[config.mk]
export PLATFORM = sky130hd
export DESIGN_NAME = rpa_queue
export DESIGN_NICKNAME = d
export VERILOG_FILES = /design/src/rtl/rpa_queue.sv
export SDC_FILE = /design/constraint.sdc
export NUM_CORES = 1
export LEC_CHECK = 0
export ABC_AREA = 1
export BUFFER_PORTS_ARGS = -buffer_cell sky130_fd_sc_hd__buf_2
export CAP_MARGIN = 5
export CORE_AREA = 2 2 62 64
export DETAILED_ROUTE_END_ITERATION = 8
export DIE_AREA = 0 0 64 66
export PLACE_DENSITY_LB_ADDON = 0.1
export SYNTH_ARGS = -nofsm -noshare
export SYNTH_HDL_FRONTEND = slang
export SYNTH_SLANG_ARGS = --single-unit
[constraint.sdc]
create_clock -name clock -period 2 [get_ports clock]
set_clock_uncertainty 0.1 [all_clocks]
set_input_delay 0.3 -clock clock [delete_from_list [all_inputs] [get_ports clock]]
set_output_delay 0.3 -clock clock [all_outputs]
set_load 0.05 [all_outputs]
[src/rtl/rpa_queue.sv]
// ----------------------------------------------------------------------------
// Rectilinear path area job queue
// Small register FIFO between the move front end and the cross product back end.
// ----------------------------------------------------------------------------
module rpa_queue #(
   parameter int WIDTH = 8,
   parameter int DEPTH = 4
) (
   input  logic             clock,
   input  logic             reset,
   input  logic             push,
   input  logic [WIDTH-1:0] wr_data,
   output logic             full,
   input  logic             pop,
   output logic             valid,
   output logic [WIDTH-1:0] rd_data
);

   localparam int AW = (DEPTH > 1) ? $clog2(DEPTH) : 1;
   localparam int CW = $clog2(DEPTH + 1);

   logic [WIDTH-1:0] slot_ff [DEPTH];
   logic [AW-1:0]    wr_ptr_ff, wr_ptr_in;
   logic [AW-1:0]    rd_ptr_ff, rd_ptr_in;
   logic [CW-1:0]    count_ff, count_in;
   logic             do_push;
   logic             do_pop;

   function automatic logic [AW-1:0] next_ptr(logic [AW-1:0] p);
      return (p == AW'(DEPTH - 1)) ? '0 : AW'(p + 1'b1);
   endfunction

   assign full    = (count_ff == CW'(DEPTH));
   assign valid   = (count_ff != '0);
   assign rd_data = slot_ff[rd_ptr_ff];
   assign do_push = push && !full;
   assign do_pop  = pop && valid;

   always_comb begin
      wr_ptr_in = do_push ? next_ptr(wr_ptr_ff) : wr_ptr_ff;
      rd_ptr_in = do_pop ? next_ptr(rd_ptr_ff) : rd_ptr_ff;
      count_in  = CW'(count_ff + CW'(do_push) - CW'(do_pop));
   end

   always_ff @(posedge clock) begin
      if (reset) begin
         wr_ptr_ff <= '0;
         rd_ptr_ff <= '0;
         count_ff  <= '0;
      end else begin
         wr_ptr_ff <= wr_ptr_in;
         rd_ptr_ff <= rd_ptr_in;
         count_ff  <= count_in;
      end
   end

   always_ff @(posedge clock) begin
      if (do_push) begin
         slot_ff[wr_ptr_ff] <= wr_data;
      end
   end

endmodule

Word level (Yosys, flattened, before mapping) --
Memories as Yosys holds them, arrays and structs flattened. A register that Yosys moved wholly into a read port is not among the register bits. Index checks and enable logic that the tools add are counted.
Storage, ports and cells: RAM bits 32, memories kept 1, flip-flop bits (word level) 7, output and inout port bits 10, word-level logic and storage cells 21
Memories:
- slot_ff | depth 4, bits a word 8, read ports 1, clocked after memory_dff 1, wr ports 1, line 22 | logic [WIDTH-1:0] slot_ff [DEPTH];
Operators by class: equality and inequality tests 3, mux-type cells 6, add/subtract/negate cells 4, reduce and logical (&&, ||, !) cells 4
Operators by type and width (count):
- $mux 2 | 4
- $add 2x1->2 const B | 2
- $eq 2x2->1 const B | 2
- $add 3x1->3 | 1
- $eq 3x3->1 const B | 1
- $reduce_bool 3->1 | 1
- $sub 3x1->3 | 1
- $logic_and 1x1->1 | 2
- $mux 1 | 2
- $logic_not 1->1 | 1

Depth between registers and ports, before layout --
Gate-level depths: netlist of run 1.
depth in word-level cells 5, depth in mapped cells 11, gate-level depth less buffers 11

Least setup slack after synthesis of run 1 --
OpenSTA, ideal clock, no wires.
kind register to register, from reg count_ff[1], to reg count_ff[2], cell stages (with the launch flop) 11, period minus slack after synthesis 1.861 ns, setup time 0.113 ns, data arrival time 1.648 ns, slack 0.139 ns, required time 1.787 ns, path through dfxtp_1 nor2_4 nand2_2 nand2_4 ha_1 inv_1 ha_1 inv_1 fa_1 nor2_1 nor2_1
Between the ends: cells in the longest elaborated chain, start to end 5, elaborated cells between the ends (all ways) 7, classes of those cells add/sub (2); eq/ne (1); reduce/logical (4)
RTL lines:
- start, declared | line 25 | logic [CW-1:0] count_ff, count_in;
- start signal, assigned | line 53 | count_ff <= count_in;
- $eq 3x3->1 | line 33 | assign full = (count_ff == CW'(DEPTH));
- $logic_not 1->1 | line 36 | assign do_push = push && !full;
- $logic_and 1x1->1 | line 36
- $add 3x1->3 | line 42 | count_in = CW'(count_ff + CW'(do_push) - CW'(do_pop));
- $sub 3x1->3 * | line 42
Mark *: on every way between the ends. The rest lies on a longest branch, timed or not. A chain may end at the register's enable or synchronous reset.

Worst setup path in the final report of run 1 --
from reg count_ff[0], to reg count_ff[1]
The elaborated chain is that of the path after synthesis.

==> reports/qor.yml, run 1 <==
synth_cells: 139
async_reset_ff_frac: 0
drc: 0
criticalPathCategory: "register to register"
drive_above_1_share: 0.281
initial_core_util: 0.477
cts_inserted_buffers: 5
p_per_area_nw_per_um2: 1470
hold_depth: 2
ant_nets: 0
vias: 1082
setup_viol: 0
max_freq_ghz: 0.524
fin_crit_sh: 0.954
status: "complete, no violations"
cts.sinks: 41
rr_worst_depth: 9
grt_max_degree: 17
portBuffers: 21
firstDrtPassIters: 4
dieArea_sq_um: 4220
die_width_um: 64
dp_hpwl_mm: 2.01
htreeDepth: 2
slew_headroom: 0.835
cp-end-kind: "register"
netlist_area_sq_um: 1700
layout.nets: 190
layout_setup_ws_ns: 0.0925
grt_overflow: 0
hold-worst-slack_ns: 0.0351
grt.total_usage: 0.158
area_growth_pct: 17.1
min_period_ns: 1.91
vdd.ir_drop.worst_mv: 0.787
drv_cap: 0
hold_viol: 0
finalMaxSlewViolations: 0
wl_per_cell_um: 13.2
cts_tree: "yes"
syn_area_per_cell_sq_um: 12.2
leakage_nw: 0.800
r2r-end: "count_ff[1]"
synth_edf_count: 32
dieHeight_um: 66
synthFlopType: "edfxtp_1"
post-synth-top-area-cell: "edfxtp_1"
rsz0062_at_grt: "true"
worst_slew_pin_slew_ns: 0.250
ys_types: 22
yosys-top-cells-count: "32 x edfxtp_1, 32 x nor2_1, 13 x inv_1, 12 x o21ai_0, 9 x dfxtp_1"
rr_startpoint: "count_ff[0]"
wl_mm: 2.89
viasPerCell: 4.94
fin_cells: 219
cts-root-buf: "clkbuf_4"
cts_max_path_buffers: 2
yosys_warnings: 0
hold_class: "input pin to register"
design_area_sq_um: 1990
grt_pass1_wl_mm: 4.96
synthesis.nets: 159
place.gp.congestion: 0.713
antenna_found_initial: 0
n_fill_cell: 305
worstHoldStart: "reset"
rows: 22
dp.cells: 211
startpoint_type: "register"
yosysSeqAreaShare: 0.673
cts_setup_buffers: 0
synth-seq-cells: 41
n_antenna_cell: 0
crit_arrival_ns: 2.04
cp.required_ns: 2.13
synth_top_area_share: 0.567
rrSetupSlack_ns: 0.09
path_clk_slew_ns: 0.12
total_power_w: 0.00291
grt_pass1_vias: 1127
clk_latency_ns: 0.33
coreArea_sq_um: 3550
placed_area_sq_um: 1880
post-place-ws_ns: 0.00540
hold-path-endpoint: "count_ff[0]"
dr.first_iter.drc_count: 50
synth_top_cells_by_area: "edfxtp_1 57%, dfxtp_1 11%, nor2_1 7.1%, ha_1 5.2%, o21ai_0 3.5%"
cp_max_fo: 7
io-pin-count: 22
[kinds of logic after synthesis]
logic type | share of synthesized area
and+or+nand+nor | 0.121
DFF | 0.673
AOI/OAI and AO/OA | 0.0930
buffers and inverters | 0.0443
adders and majority gates | 0.0635
xor gates and xnor gates | 0.00517
[cells in the final DEF (no fill, tap or decap), types with 2 or more instances in the layout]
cell,instances
buf_2,20
buf_4,5
clkbuf_4,6
dfxtp_1,5
dfxtp_2,2
dfxtp_4,2
edfxtp_1,32
ha_1,7
inv_1,12
inv_4,2
nand2_1,8
nand2_4,2
nand3b_1,2
nor2_1,32
o21ai_0,12
o21ai_2,3
o22ai_1,8
[worst max-delay path: stages (launching register included)]
cell	delay, ns
dfxtp_1	0.35
nor2_4	0.16
nand2_4	0.08
nand2_4	0.09
ha_1	0.23
inv_1	0.05
ha_1	0.13
inv_1	0.05
fa_2	0.51
nor2_1	0.04
[worst max-delay path by stage]
stage	start	end	slack [ns]
2_1_floorplan	count_ff[1]	count_ff[2]	0.14
3_3_place_gp	count_ff[1]	count_ff[2]	0.09
3_5_place_dp	count_ff[1]	count_ff[2]	0.005
4_1_cts	register	rd_data[7]	0.002
5_1_grt	count_ff[1]	count_ff[2]	-0.02
6_report	count_ff[0]	count_ff[1]	0.09
[sequential cells by signal (all words and copies together), names as in the netlist, named ones only]
signal     flops
slot_ff       32
wr_ptr_ff      2
count_ff       3
rd_ptr_ff      2
[power by group]
part	switching (W)	leakage, nW	internal, W
Clock	0.000253	0.0455	0.000299
Sequential	0.000116	0.370	0.00107
Combinational	0.000838	0.385	0.000333
Total	0.00121	0.800	0.00170
[layout make-up]
type | instances | area, sq um | area share
Clock buffer | 7 | 55.1 | 0.0277
Inverter | 14 | 57.6 | 0.0290
Sequential cell | 41 | 1150 | 0.580
Multi-Input combinational cell | 82 | 487 | 0.245
Timing Repair Buffer | 26 | 145 | 0.0731
Tap cell | 48 | 60.1 | 0.0302
Clock inverter | 1 | 30.0 | 0.0151
[per-layer routing]
| metal | GRT usage | routed length (um) |
|---|---|---|
| met5 | 0 | 0 |
| met4 | 0.0734 | 40 |
| met3 | 0.0392 | 123 |
| met2 | 0.289 | 1540 |
| met1 | 0.171 | 1190 |
[through the flow]
| stage | setup TNS (ns) | util |
|---|---|---|
| after floorplan | 0 | - |
| after global placement | 0 | 0.528 |
| after detailed placement | 0 | 0.528 |
| after CTS | 0 | 0.553 |
| after global routing | -0.0199 | 0.559 |
| final | 0 | 0.559 |
[what timing repair did]
| item | 4_1_cts | 5_1_grt |
|---|---|---|
| pin swaps | 0 | 1 |
| hold buffers | 0 | 0 |
| setup endpoints to repair | 9 | 9 |
| gates cloned | 0 | 0 |
| resized for setup | 3 | 10 |
(Power assumes the default switching activity.)
==> run 2, diff against run 1 <==
--- a/config.mk
+++ b/config.mk
@@ -6,11 +6,11 @@
 export NUM_CORES = 1
 export LEC_CHECK = 0
 export ABC_AREA = 1
-export BUFFER_PORTS_ARGS = -buffer_cell sky130_fd_sc_hd__buf_2
 export CAP_MARGIN = 5
-export CORE_AREA = 2 2 62 64
+export CORE_AREA = 2 2 59 61
 export DETAILED_ROUTE_END_ITERATION = 8
-export DIE_AREA = 0 0 64 66
+export DIE_AREA = 0 0 61 63
+export DONT_BUFFER_PORTS = 1
 export PLACE_DENSITY_LB_ADDON = 0.1
 export SYNTH_ARGS = -nofsm -noshare
 export SYNTH_HDL_FRONTEND = slang
==> run 2 against run 1 <==
  * Cell count unchanged
  * Largest power group is now combinational cells
  * Count of clock-buffer cells in the layout fell by 1
  * Register-to-register slack barely moved
  * Wire length grew 0.80%
  * Power decreased by 2.6%
  * Setup slack got worse by 0.011 ns
==> reports/qor.yml, run 2 (same netlist as run 1, synthesis figures left out) <==
status: "complete, no violations"
dieHeight_um: 63
grt_overflow: 0
final_core_util: 0.634
drc: 0
path_clk_slew_ns: 0.11
clk_latency_ns: 0.33
layout_setup_ws_ns: 0.0813
hold_viol: 0
hold-path-endpoint: "wr_ptr_ff[1]"
portBuffers: 0
n_fill_cell: 271
htreeDepth: 2
wl_per_cell_um: 13.3
rr_startpoint: "count_ff[0]"
fin_crit_sh: 0.959
layout_common_cells: "32 x nor2_1, 32 x edfxtp_1, 19 x buf_4"
cp_top_family: "adder cells"
dp_hpwl_mm: 1.99
coreArea_sq_um: 3230
seq_area_sq_um: 1150
total_power_w: 0.00283
regMostFlops: "slot_ff"
grt_pass1_vias: 1080
place.gp.congestion: 0.729
cts_tree: "yes"
min_period_ns: 1.92
largest_reg_flops: 32
max_freq_ghz: 0.521
r2r-end: "count_ff[1]"
multi_input_area_sq_um: 507
cp.required_ns: 2.14
worst-path-buf-inv: 2
leakage_nw: 0.809
ant_nets: 0
cts_max_path_buffers: 2
drive_above_1_share: 0.243
slew_headroom: 0.656
drv_cap: 0
layout.nets: 192
rows: 21
cp_max_fo: 7
cts.sinks: 41
firstDrtPassIters: 4
setup_viol: 0
vias: 1112
wl_mm: 2.91
io-pin-count: 22
initial_core_util: 0.525
worstHoldStart: "push"
area_growth_pct: 20.9
cts-root-buf: "clkbuf_4"
grt_max_degree: 17
worst_slew_pin_slew_ns: 0.515
criticalPathCategory: "register to register"
post-place-ws_ns: 0.0322
rrSetupSlack_ns: 0.08
hold-worst-slack_ns: 0.0594
crit_chain: "nor2_4 -> nand2_4 -> nand2_4 -> ha_4 -> inv_1 -> ha_1 -> inv_1 -> fa_2 -> nor2_1"
startpoint: "count_ff[0]"
dr.first_iter.drc_count: 29
p_per_area_nw_per_um2: 1380
hold_depth: 3
rr_worst_depth: 9
vdd.ir_drop.worst_mv: 0.850
cts_inserted_buffers: 5
die_width_um: 61
crit_slowest_cell: "fa_2"
startpoint_type: "register"
cp-end-kind: "register"
crit_arrival_ns: 2.06
finalMaxSlewViolations: 0
dieArea_sq_um: 3840
top_regs: "slot_ff x32, count_ff x3"
grt_pass1_wl_mm: 4.62
max_stage_delay_ns: 0.52
hold_class: "input pin to register"
n_antenna_cell: 0
antenna_found_initial: 0
grt.total_usage: 0.169
viasPerCell: 5.08
## run 2: worst register-to-register path: cells and delay by family, from the launching register on
family / cells / cell delay, ns
adders and majority gates: 3 / 0.85
and+or+nand+nor: 4 / 0.43
DFF: 1 / 0.35
buffers and inverters: 2 / 0.10
## run 2: worst max-delay path by stage
stage | endpoint | slack (ns) | depth (start not counted)
after detailed placement | count_ff[2] | 0.03 | 10
after global routing | count_ff[1] | -0.02 | 9
after floorplan | count_ff[2] | 0.14 | 10
final | count_ff[1] | 0.08 | 9
after CTS | count_ff[2] | 0.01 | 10
after global placement | count_ff[2] | 0.09 | 10
## run 2: area by class of cell
class / count / share of cell area
Multi-Input combinational cell: 82 / 0.247
Clock buffer: 6 / 0.0201
Sequential cell: 41 / 0.560
Inverter: 14 / 0.0256
Timing Repair Buffer: 28 / 0.114
Tap cell: 46 / 0.0281
Clock inverter: 2 / 0.00488
## run 2: through the flow
step	instance area, sq um	std cells	setup TNS [ns]
final	2050	219	0
after global routing	2050	219	-0.0201
after CTS	1980	214	0
after detailed placement	1840	197	0
after global placement	1840	197	0
after floorplan	1700	139	0
## run 2: routing by layer
metal / vias to the layer above / track usage / routed length [um]
met5: - / 0 / 0
met4: 0 / 0.0598 / 55
met3: 7 / 0.0642 / 115
met2: 23 / 0.292 / 1550
met1: 531 / 0.182 / 1190
li1: 551 / - / -
## run 2: power by group
group	switching (W)	leakage, nW	internal (W)
clock network	0.000238	0.0320	0.000134
logic	0.000877	0.408	0.000426
registers	0.0000900	0.369	0.00107
total	0.00121	0.809	0.00163
## run 2: repair_timing
item | in CTS | in global routing
pin swaps | 0 | 4
hold buffers | 9 | 0
buffers inserted | 0 | 5
endpoints found under the setup margin | 1 | 4
endpoints found under the hold margin | 34 | 0
resized for setup | 1 | 9
