`src/rtl/rpa_pkg.sv`:
```
// ----------------------------------------------------------------------------
// Rectilinear path area package
// Field widths, direction codes and the job control word shared by the block.
// ----------------------------------------------------------------------------
package rpa_pkg;

   localparam int DIR_W       = 2;
   localparam int LEN_W       = 20;
   localparam int AREA_W      = 63;
   localparam int SUM_W       = 64;
   localparam int REQ_DATA_W  = 48;
   localparam int RSP_DATA_W  = 64;
   localparam int QUEUE_DEPTH = 4;

   localparam logic [SUM_W-1:0] SUM_MIN = {1'b1, {(SUM_W-1){1'b0}}};

   typedef enum logic [DIR_W-1:0] {
      DIR_RIGHT = 2'd0,
      DIR_DOWN  = 2'd1,
      DIR_LEFT  = 2'd2,
      DIR_UP    = 2'd3
   } dir_type;

   typedef struct packed {
      logic term_en;
      logic close;
      logic coord_ovf;
   } job_ctl_type;

   localparam int JOB_CTL_W = $bits(job_ctl_type);

endpackage

```
`src/rtl/rpa_front.sv`:
```
// ----------------------------------------------------------------------------
// Rectilinear path area front end
// Tracks position and turns, forms corner vertices and queues cross jobs.
// ----------------------------------------------------------------------------
module rpa_front
   import rpa_pkg::*;
#(
   parameter int COORD_BITS = 32
) (
   input  logic                  clock,
   input  logic                  reset,
   input  logic                  csr_wr_en,
   input  logic                  csr_wr_data,
   input  logic                  in_valid,
   output logic                  in_ready,
   input  dir_type               in_dir_a,
   input  logic [LEN_W-1:0]      in_meters_a,
   input  dir_type               in_dir_b,
   input  logic [LEN_W-1:0]      in_meters_b,
   input  logic                  in_last,
   input  logic                  job_full,
   output logic                  job_push,
   output job_ctl_type           job_ctl,
   output logic [COORD_BITS-1:0] job_ax,
   output logic [COORD_BITS-1:0] job_ay,
   output logic [COORD_BITS-1:0] job_bx,
   output logic [COORD_BITS-1:0] job_by
);

   localparam int EW = COORD_BITS + LEN_W + 1;

   typedef logic signed [COORD_BITS-1:0] coord_type;

   typedef enum logic [2:0] {
      FE_RUN   = 3'b001,
      FE_TURN  = 3'b010,
      FE_CLOSE = 3'b100
   } fe_state_type;

   fe_state_type state_ff, state_in;
   logic         sel_ff, sel_in;
   coord_type    pos_x_ff, pos_x_in, pos_y_ff, pos_y_in;
   dir_type      prev_dir_ff, prev_dir_in, first_dir_ff, first_dir_in;
   logic         have_prev_ff, have_prev_in;
   logic         have_vertex_ff, have_vertex_in;
   logic         covf_ff, covf_in;
   coord_type    first_vx_ff, first_vx_in, first_vy_ff, first_vy_in;
   coord_type    recent_vx_ff, recent_vx_in, recent_vy_ff, recent_vy_in;
   coord_type    pend_rax_ff, pend_rax_in, pend_ray_ff, pend_ray_in;
   coord_type    pend_rbx_ff, pend_rbx_in, pend_rby_ff, pend_rby_in;
   coord_type    pend_fx_ff, pend_fx_in, pend_fy_ff, pend_fy_in;
   logic         pend_term_ff, pend_term_in;
   logic         pend_covf_ff, pend_covf_in;

   dir_type               dir_sel;
   logic [LEN_W-1:0]      len_sel;
   logic                  accept;
   logic                  v1_hit, v2_hit;
   dir_type               c1, c2;
   logic [COORD_BITS:0]   v1x_r, v1y_r, v2x_r, v2y_r;
   coord_type             v1x, v1y, v2x, v2y;
   logic                  v1_ovf, v2_ovf;
   logic signed [EW-1:0]  len_ext, ext_x, ext_y, mv_x, mv_y;
   coord_type             npos_x, npos_y;
   logic                  mv_ovf;
   dir_type               first_d;
   logic                  hv1, hv2;
   coord_type             fv1x, fv1y, rv1x, rv1y, fv2x, fv2y, rv2x, rv2y;
   logic                  covf_mid, covf_all;

   function automatic logic is_cw(dir_type cur, dir_type nxt);
      return nxt == DIR_W'(cur + 2'd1);
   endfunction

   function automatic logic off_x(dir_type c);
      return (c == DIR_RIGHT) || (c == DIR_DOWN);
   endfunction

   function automatic logic off_y(dir_type c);
      return (c == DIR_DOWN) || (c == DIR_LEFT);
   endfunction

   // add a 0/1 corner offset, top bit flags a wrap
   function automatic logic [COORD_BITS:0] bump(coord_type v, logic inc);
      logic [COORD_BITS:0] s;
      s = {v[COORD_BITS-1], v} + {{COORD_BITS{1'b0}}, inc};
      return {s[COORD_BITS] ^ s[COORD_BITS-1], s[COORD_BITS-1:0]};
   endfunction

   assign dir_sel  = sel_ff ? in_dir_b : in_dir_a;
   assign len_sel  = sel_ff ? in_meters_b : in_meters_a;
   assign in_ready = (state_ff == FE_RUN) && !job_full;
   assign accept   = in_valid && in_ready;

   // corner with the previous move, at the position before this move
   always_comb begin
      v1_hit = have_prev_ff && (is_cw(prev_dir_ff, dir_sel) || is_cw(dir_sel, prev_dir_ff));
      c1     = is_cw(prev_dir_ff, dir_sel) ? prev_dir_ff : dir_sel;
      v1x_r  = bump(pos_x_ff, off_x(c1));
      v1y_r  = bump(pos_y_ff, off_y(c1));
      v1x    = v1x_r[COORD_BITS-1:0];
      v1y    = v1y_r[COORD_BITS-1:0];
      v1_ovf = v1_hit && (v1x_r[COORD_BITS] || v1y_r[COORD_BITS]);
   end

   // position update
   always_comb begin
      len_ext = EW'(len_sel);
      ext_x   = EW'(pos_x_ff);
      ext_y   = EW'(pos_y_ff);
      mv_x    = ext_x;
      mv_y    = ext_y;
      case (dir_sel)
         DIR_RIGHT: mv_x = ext_x + len_ext;
         DIR_DOWN:  mv_y = ext_y + len_ext;
         DIR_LEFT:  mv_x = ext_x - len_ext;
         default:   mv_y = ext_y - len_ext;
      endcase
      npos_x = mv_x[COORD_BITS-1:0];
      npos_y = mv_y[COORD_BITS-1:0];
      mv_ovf = (mv_x[EW-1:COORD_BITS-1] != {(EW-COORD_BITS+1){mv_x[EW-1]}})
            || (mv_y[EW-1:COORD_BITS-1] != {(EW-COORD_BITS+1){mv_y[EW-1]}});
   end

   // closing corner against the first move, at the new position
   always_comb begin
      first_d = have_prev_ff ? first_dir_ff : dir_sel;
      v2_hit  = is_cw(dir_sel, first_d) || is_cw(first_d, dir_sel);
      c2      = is_cw(dir_sel, first_d) ? dir_sel : first_d;
      v2x_r   = bump(npos_x, off_x(c2));
      v2y_r   = bump(npos_y, off_y(c2));
      v2x     = v2x_r[COORD_BITS-1:0];
      v2y     = v2y_r[COORD_BITS-1:0];
      v2_ovf  = v2_hit && (v2x_r[COORD_BITS] || v2y_r[COORD_BITS]);
   end

   always_comb begin
      hv1      = have_vertex_ff || v1_hit;
      fv1x     = (v1_hit && !have_vertex_ff) ? v1x : first_vx_ff;
      fv1y     = (v1_hit && !have_vertex_ff) ? v1y : first_vy_ff;
      rv1x     = v1_hit ? v1x : recent_vx_ff;
      rv1y     = v1_hit ? v1y : recent_vy_ff;
      hv2      = hv1 || v2_hit;
      fv2x     = (v2_hit && !hv1) ? v2x : fv1x;
      fv2y     = (v2_hit && !hv1) ? v2y : fv1y;
      rv2x     = v2_hit ? v2x : rv1x;
      rv2y     = v2_hit ? v2y : rv1y;
      covf_mid = covf_ff || v1_ovf || mv_ovf;
      covf_all = covf_mid || v2_ovf;
   end

   always_comb begin
      state_in       = state_ff;
      sel_in         = csr_wr_en ? csr_wr_data : sel_ff;
      pos_x_in       = pos_x_ff;
      pos_y_in       = pos_y_ff;
      prev_dir_in    = prev_dir_ff;
      first_dir_in   = first_dir_ff;
      have_prev_in   = have_prev_ff;
      have_vertex_in = have_vertex_ff;
      covf_in        = covf_ff;
      first_vx_in    = first_vx_ff;
      first_vy_in    = first_vy_ff;
      recent_vx_in   = recent_vx_ff;
      recent_vy_in   = recent_vy_ff;
      pend_rax_in    = pend_rax_ff;
      pend_ray_in    = pend_ray_ff;
      pend_rbx_in    = pend_rbx_ff;
      pend_rby_in    = pend_rby_ff;
      pend_fx_in     = pend_fx_ff;
      pend_fy_in     = pend_fy_ff;
      pend_term_in   = pend_term_ff;
      pend_covf_in   = pend_covf_ff;
      job_push       = 1'b0;
      job_ctl        = '0;
      job_ax         = recent_vx_ff;
      job_ay         = recent_vy_ff;
      job_bx         = v1x;
      job_by         = v1y;
      unique case (state_ff)
         FE_RUN: begin
            job_push        = accept && v1_hit && have_vertex_ff;
            job_ctl.term_en = 1'b1;
            if (accept) begin
               if (in_last) begin
                  pos_x_in       = '0;
                  pos_y_in       = '0;
                  prev_dir_in    = DIR_RIGHT;
                  first_dir_in   = DIR_RIGHT;
                  have_prev_in   = 1'b0;
                  have_vertex_in = 1'b0;
                  covf_in        = 1'b0;
                  pend_rax_in    = rv1x;
                  pend_ray_in    = rv1y;
                  pend_rbx_in    = rv2x;
                  pend_rby_in    = rv2y;
                  pend_fx_in     = fv2x;
                  pend_fy_in     = fv2y;
                  pend_term_in   = hv2;
                  pend_covf_in   = covf_all;
                  state_in       = (v2_hit && hv1) ? FE_TURN : FE_CLOSE;
               end else begin
                  pos_x_in       = npos_x;
                  pos_y_in       = npos_y;
                  prev_dir_in    = dir_sel;
                  first_dir_in   = first_d;
                  have_prev_in   = 1'b1;
                  have_vertex_in = hv1;
                  covf_in        = covf_mid;
                  first_vx_in    = fv1x;
                  first_vy_in    = fv1y;
                  recent_vx_in   = rv1x;
                  recent_vy_in   = rv1y;
               end
            end
         end
         FE_TURN: begin
            job_push        = !job_full;
            job_ctl.term_en = 1'b1;
            job_ax          = pend_rax_ff;
            job_ay          = pend_ray_ff;
            job_bx          = pend_rbx_ff;
            job_by          = pend_rby_ff;
            if (!job_full) begin
               state_in = FE_CLOSE;
            end
         end
         FE_CLOSE: begin
            job_push          = !job_full;
            job_ctl.term_en   = pend_term_ff;
            job_ctl.close     = 1'b1;
            job_ctl.coord_ovf = pend_covf_ff;
            job_ax            = pend_rbx_ff;
            job_ay            = pend_rby_ff;
            job_bx            = pend_fx_ff;
            job_by            = pend_fy_ff;
            if (!job_full) begin
               state_in = FE_RUN;
            end
         end
         default: begin
            state_in = FE_RUN;
         end
      endcase
   end

   always_ff @(posedge clock) begin
      if (reset) begin
         state_ff       <= FE_RUN;
         sel_ff         <= 1'b0;
         pos_x_ff       <= '0;
         pos_y_ff       <= '0;
         prev_dir_ff    <= DIR_RIGHT;
         first_dir_ff   <= DIR_RIGHT;
         have_prev_ff   <= 1'b0;
         have_vertex_ff <= 1'b0;
         covf_ff        <= 1'b0;
      end else begin
         state_ff       <= state_in;
         sel_ff         <= sel_in;
         pos_x_ff       <= pos_x_in;
         pos_y_ff       <= pos_y_in;
         prev_dir_ff    <= prev_dir_in;
         first_dir_ff   <= first_dir_in;
         have_prev_ff   <= have_prev_in;
         have_vertex_ff <= have_vertex_in;
         covf_ff        <= covf_in;
      end
   end

   always_ff @(posedge clock) begin
      first_vx_ff  <= first_vx_in;
      first_vy_ff  <= first_vy_in;
      recent_vx_ff <= recent_vx_in;
      recent_vy_ff <= recent_vy_in;
      pend_rax_ff  <= pend_rax_in;
      pend_ray_ff  <= pend_ray_in;
      pend_rbx_ff  <= pend_rbx_in;
      pend_rby_ff  <= pend_rby_in;
      pend_fx_ff   <= pend_fx_in;
      pend_fy_ff   <= pend_fy_in;
      pend_term_ff <= pend_term_in;
      pend_covf_ff <= pend_covf_in;
   end

endmodule

```
`config.mk`:
```
export PLATFORM = sky130hd
export DESIGN_NAME = rpa_front
export DESIGN_NICKNAME = d
export VERILOG_FILES = /design/src/rtl/rpa_pkg.sv /design/src/rtl/rpa_front.sv
export SDC_FILE = /design/constraint.sdc
export NUM_CORES = 1
export LEC_CHECK = 0
export ABC_AREA = 1
export BUFFER_PORTS_ARGS = -buffer_cell sky130_fd_sc_hd__buf_2
export CORE_MARGIN = 2
export CORE_UTILIZATION = 35
export DETAILED_ROUTE_END_ITERATION = 6
export SKIP_CTS_REPAIR_TIMING = 1
export SYNTH_ARGS = -nofsm -noshare
export SYNTH_HDL_FRONTEND = slang
export SYNTH_SLANG_ARGS = --single-unit
```
`constraint.sdc`:
```
create_clock -name clock -period 14.7 [get_ports clock]
set_input_delay 2.205 -clock clock [delete_from_list [all_inputs] [get_ports clock]]
set_output_delay 2.205 -clock clock [all_outputs]
set_load 0.02 [all_outputs]
```
Word-level counts from Yosys, hierarchy flattened
Cells that the tools add are included.
{ "op_classes": {"bitwise_logic": 5, "eq_ne": 19, "n_mux": 35, "n_reduce_logical": 37, "addsub": 11} }
{ "ops": {"columns": ["cell", "n"], "rows": [
  ["32-bit two-way mux", 10],
  ["32-bit case mux with 2 select lines", 4],
  ["53-bit case mux with 2 select lines", 2],
  ["32-bit by 2-bit adder with 33-bit output", 4],
  ["32-bit by 21-bit adder with 33-bit output", 2],
  ["32-bit by 21-bit subtractor with 33-bit output", 2],
  ["21-bit inequality test", 2],
  ["20-bit two-way mux", 1],
  ["3-bit two-way mux", 5],
  ["1-bit logical OR", 14],
  ["2-bit two-way mux", 7],
  ["1-bit logical AND", 10],
  ["3-bit case mux with 3 select lines", 1],
  ["2-bit equality test", 4],
  ["2-bit inequality test, second input constant", 4],
  ["2-bit by 1-bit adder with 2-bit output, second input constant", 3],
  ["2-bit by 1-bit equality test with 1-bit output, second input constant", 3],
  ["2-bit equality test, second input constant", 3],
  ["2-bit logical NOT", 3],
  ["3-bit AND reduction", 2],
  ["2-bit OR reduction", 3],
  ["1-bit case mux with 2 select lines", 2],
  ["4-bit AND reduction", 1],
  ["1-bit XOR", 4],
  ["other kinds (7)", 11]
]} }
{ "word_totals": {"input_bits": 51, "ff_bits": 397, "output_inout_bits": 133} }

Longest topological paths before layout
{ "depth": {"ltp_word": 12, "ltp_mapped": 38, "depth_no_buf": 36} }

Worst setup path after synthesis
OpenSTA, ideal clock, no wires.
{ "synth_path": {"path_type": "input -> register", "from": "in job_full", "to": "reg state_ff[2]", "path_slack_ns": 2.515, "arrival_ns": 12.044, "stages": 7, "path_buffers": 0, "t_required_ns": 14.558, "setup_ns": 0.142, "cell_sequence": "nor2_1 > nand2_1 > nor2_1 > or2_2 > nand2_1 > o21ai_0 > a21oi_1"} }
{ "synth_via": {"elab_chain_cells": 5, "word_cells_on_any_way": 7} }
{ "synth_rtl": {"columns": ["element", "line_no", "rtl"], "rows": [
  ["start: declaration", "rpa_front.sv:21", "input logic job_full,"],
  ["1-bit logical NOT", null, null],
  ["1-bit logical AND", "rpa_front.sv:92", "assign in_ready = (state_ff == FE_RUN) && !job_full;"],
  ["1-bit logical AND", "rpa_front.sv:93", "assign accept = in_valid && in_ready;"],
  ["2-bit inequality test (no line)", null, null],
  ["4-bit AND reduction (no line) (*)", null, null],
  ["end signal: assignment", "rpa_front.sv:259", "state_ff <= state_in;"],
  ["end: declaration", "rpa_front.sv:40", "fe_state_type state_ff, state_in;"]
]} }
Mark *: on every way between the ends. The rest lies on a longest branch, timed or not.
A chain may end at the register's enable or synchronous reset.

Final worst setup path
{ "layout_path": {"from": "in in_dir_b[0]", "to": "out job_by[30]"} }
{ "layout_via": {"elab_chain_cells": 7, "word_cells_on_any_way": 8} }
{ "layout_rtl": {"columns": ["element", "line_no", "rtl"], "rows": [
  ["start: declaration", "rpa_front.sv:18", "input dir_type in_dir_b,"],
  ["2-bit two-way mux (*)", "rpa_front.sv:90", "assign dir_sel = sel_ff ? in_dir_b : in_dir_a;"],
  ["2-bit equality test", "rpa_front.sv:72", "return nxt == DIR_W'(cur + 2'd1);"],
  ["2-bit two-way mux (*)", "rpa_front.sv:98", "c1 = is_cw(prev_dir_ff, dir_sel) ? prev_dir_ff : dir_sel;"],
  ["2-bit by 1-bit equality test with 1-bit output / 2-bit equality test (equally long branches)", "rpa_front.sv:80", "return (c == DIR_DOWN) || (c == DIR_LEFT);"],
  ["1-bit logical OR (*)", "rpa_front.sv:80", null],
  ["32-bit by 2-bit adder with 33-bit output (*)", "rpa_front.sv:86", "s = {v[COORD_BITS-1], v} + {{COORD_BITS{1'b0}}, inc};"],
  ["32-bit case mux with 2 select lines (*)", "rpa_front.sv:180", "unique case (state_ff)"],
  ["end: declaration", "rpa_front.sv:27", "output logic [COORD_BITS-1:0] job_by"]
]} }
Marked as above.

==> impl_metrics.yaml <==
clocking:
  clockBufferDepth: 3
  clkSinkCount: 397
  cts_root_buf: "clkbuf_16"
  h-tree-depth: 2
  clkLatencyLatePin_ps: 600
  cts_tree: "built"
  cts_made_buffers: 45
  clk_pin_slew_ps: 60
timing:
  drv_slew: 0
  grt_setup_unrepaired: "no"
  finalSetupViolations: 0
  whs_ps: 470
  tightestPinTransition_ps: 1100
  slew_headroom: 0.264
  finalSetupTns_ps: 0
  fmax_mhz: 114
  fin_crit_ps: 8780
  period_share: 0.597
  hold_viol_final: 0
  fin_skew_ps: 38.5
routing:
  drtAntennaViolNets: 0
  first_pass_iters: 5
  drcViolationCount: 0
  vias: 26600
  first_iter_violations: 2690
  routed_wl_um: 96300
  wl_per_cell_um: 18.7
  via_per_inst: 5.17
global_routing:
  grt_pass1_vias: 24320
  grt_max_degree: 89
  track_usage: 0.230
  antenna_found_initial: 1
  overflow: 0
  grt_pass1_wl_um: 147000
synthesis:
  async_flop_share: 0
  postSynthCellCount: 3946
  ys_types: 58
  synth_fp_nets: 4076
  yosysWarnings: 0
  synth-edff-count: 322
  ys.flop_type: "edfxtp_1"
  synthesis.area_um2: 27900
  syn_area_per_cell_um2: 7.08
  ys_seq_area_frac: 0.400
  ys_ff_latch: 397
power:
  cellPowerDensity_nw_per_um2: 114
  p_leak_nw: 13.8
  peakVddDrop_uv: 81.5
floorplan:
  std_cell_rows: 103
  die_w_um: 287
  die_h_um: 287
  die_area_um2: 82100
  start_util: 0.354
  pin_count: 184
  core_um2: 79000
critical_path:
  cp-start-kind: "primary input"
  worst_ep_arrival_time_ps: 6570
  cp_max_fo: 48
  critical_path_class: "primary input to output pin"
  critPathRequiredTime_ps: 12490
  endpoint_kind: "output pin"
  rrSetupSlack_ps: 8370
job:
  cap_violations: 0
layout:
  antenna_cells: 0
  area_growth_pct: 11.7
  final_nets: 4186
  final_common_cell: "nand2_1"
  final_cell_mix: "1540 x nand2_1, 469 x inv_1, 322 x edfxtp_1, 249 x o21ai_0, 218 x nor2_1"
  drive_gt1_frac: 0.0873
placement:
  port_buffers: 183
  gp_congestion: 0.969
  hpwl_um: 70500
hold_path:
  hold_path_class: "flop to flop"
run_status:
  status: "completed"
## report_power, final
group | leakage [nW] | switching (mW) | internal, mW
Clock | 0.685 | 0.479 | 0.624
Combinational | 9.53 | 0.785 | 0.278
Sequential | 3.56 | 0.0493 | 1.35
Total | 13.8 | 1.31 | 2.25
## metrics by stage
stage	util	cell area [um^2]	worst slack [ps]	std cells	power [mW]
after global placement	0.377	29800	6040	5059	2.46
after CTS	0.395	31200	5970	5141	3.57
after global routing	0.395	31200	5440	5141	3.74
final	0.395	31200	5920	5141	3.57
after floorplan	-	27900	2510	3946	2.13
after detailed placement	0.377	29800	5990	5059	2.47
## cell type report
cell class | count | area [um^2]
Clock buffer | 57 | 1180
Timing Repair Buffer | 210 | 1120
Multi-Input combinational cell | 2919 | 14400
Tap cell | 1050 | 1310
Sequential cell | 397 | 11200
Inverter | 483 | 1810
Fill cell | 8377 | 47800
Clock inverter | 25 | 224
## final timing paths
path	startpoint	endpoint	cells past startpoint
hold reg to reg	first_dir_ff[1]	first_dir_ff[1]	2
setup / recovery	in_dir_b[0]	job_by[30]	21
setup reg to reg	sel_ff	pend_rbx_ff[23]	29
hold / removal	first_dir_ff[1]	first_dir_ff[1]	2
## per-layer routing
metal  share of wire  vias up  global-route usage  routed length [um]
li1                -    13146                   -                   -
met1            0.49    12356               0.359               47100
met2            0.41     1009               0.336               39800
met3           0.083       89              0.0297                7990
met4           0.015        0              0.0424                1450
met5               0        -                   0                   0
## worst max-delay path: stages
cell and delay, ps:
buf_2 100, inv_1 40, nand2_1 70, nand2_4 410, buf_4 450, a21oi_1 80
a22oi_1 160, ha_1 260, ha_1 210, nand3_1 160, nor2_1 210, nand3_1 190
nor4_1 210, nand4_1 160, nor3_1 490, nand3_1 210, nor2_1 160, xor2_1 250
nand2_1 90, o211ai_1 140, buf_2 220
## synth_stat cells, types with 13 or more instances
library cell | n | area, um^2
o211ai_1 | 90 | 676
inv_1 | 472 | 1770
nand2_1 | 1543 | 5790
nand4_1 | 49 | 307
xor2_1 | 117 | 1020
clkbuf_1 | 109 | 409
nand3b_1 | 17 | 128
ha_1 | 77 | 963
nand3_1 | 188 | 941
o221ai_1 | 38 | 333
dfxtp_1 | 75 | 1500
o21ai_0 | 249 | 1250
edfxtp_1 | 322 | 9670
a21oi_1 | 136 | 681
nor2_1 | 222 | 833
or2_2 | 16 | 100
nor4_1 | 13 | 81.3
nor3_1 | 58 | 290
buf_2 | 19 | 95.1
## flip-flops by register name (all words and copies together), names as in the netlist
signal / count
first_dir_ff: 2
covf_ff: 1
pend_ray_ff: 32
pend_rbx_ff: 32
sel_ff: 1
have_prev_ff: 1
have_vertex_ff: 1
first_vx_ff: 32
prev_dir_ff: 2
pend_fx_ff: 32
recent_vy_ff: 32
pend_fy_ff: 32
first_vy_ff: 32
pos_y_ff: 32
state_ff: 3
pend_covf_ff: 1
recent_vx_ff: 32
pend_rby_ff: 32
pend_term_ff: 1
pend_rax_ff: 32
pos_x_ff: 32
## logic make-up after synthesis
group           synth area share
xor+xnor                  0.0382
mux                      0.00143
flops                      0.400
fa+ha+maj                 0.0359
simple gates               0.321
compound gates             0.117
buf+inv                   0.0872
No activity file was read; power rests on OpenSTA's default activity.
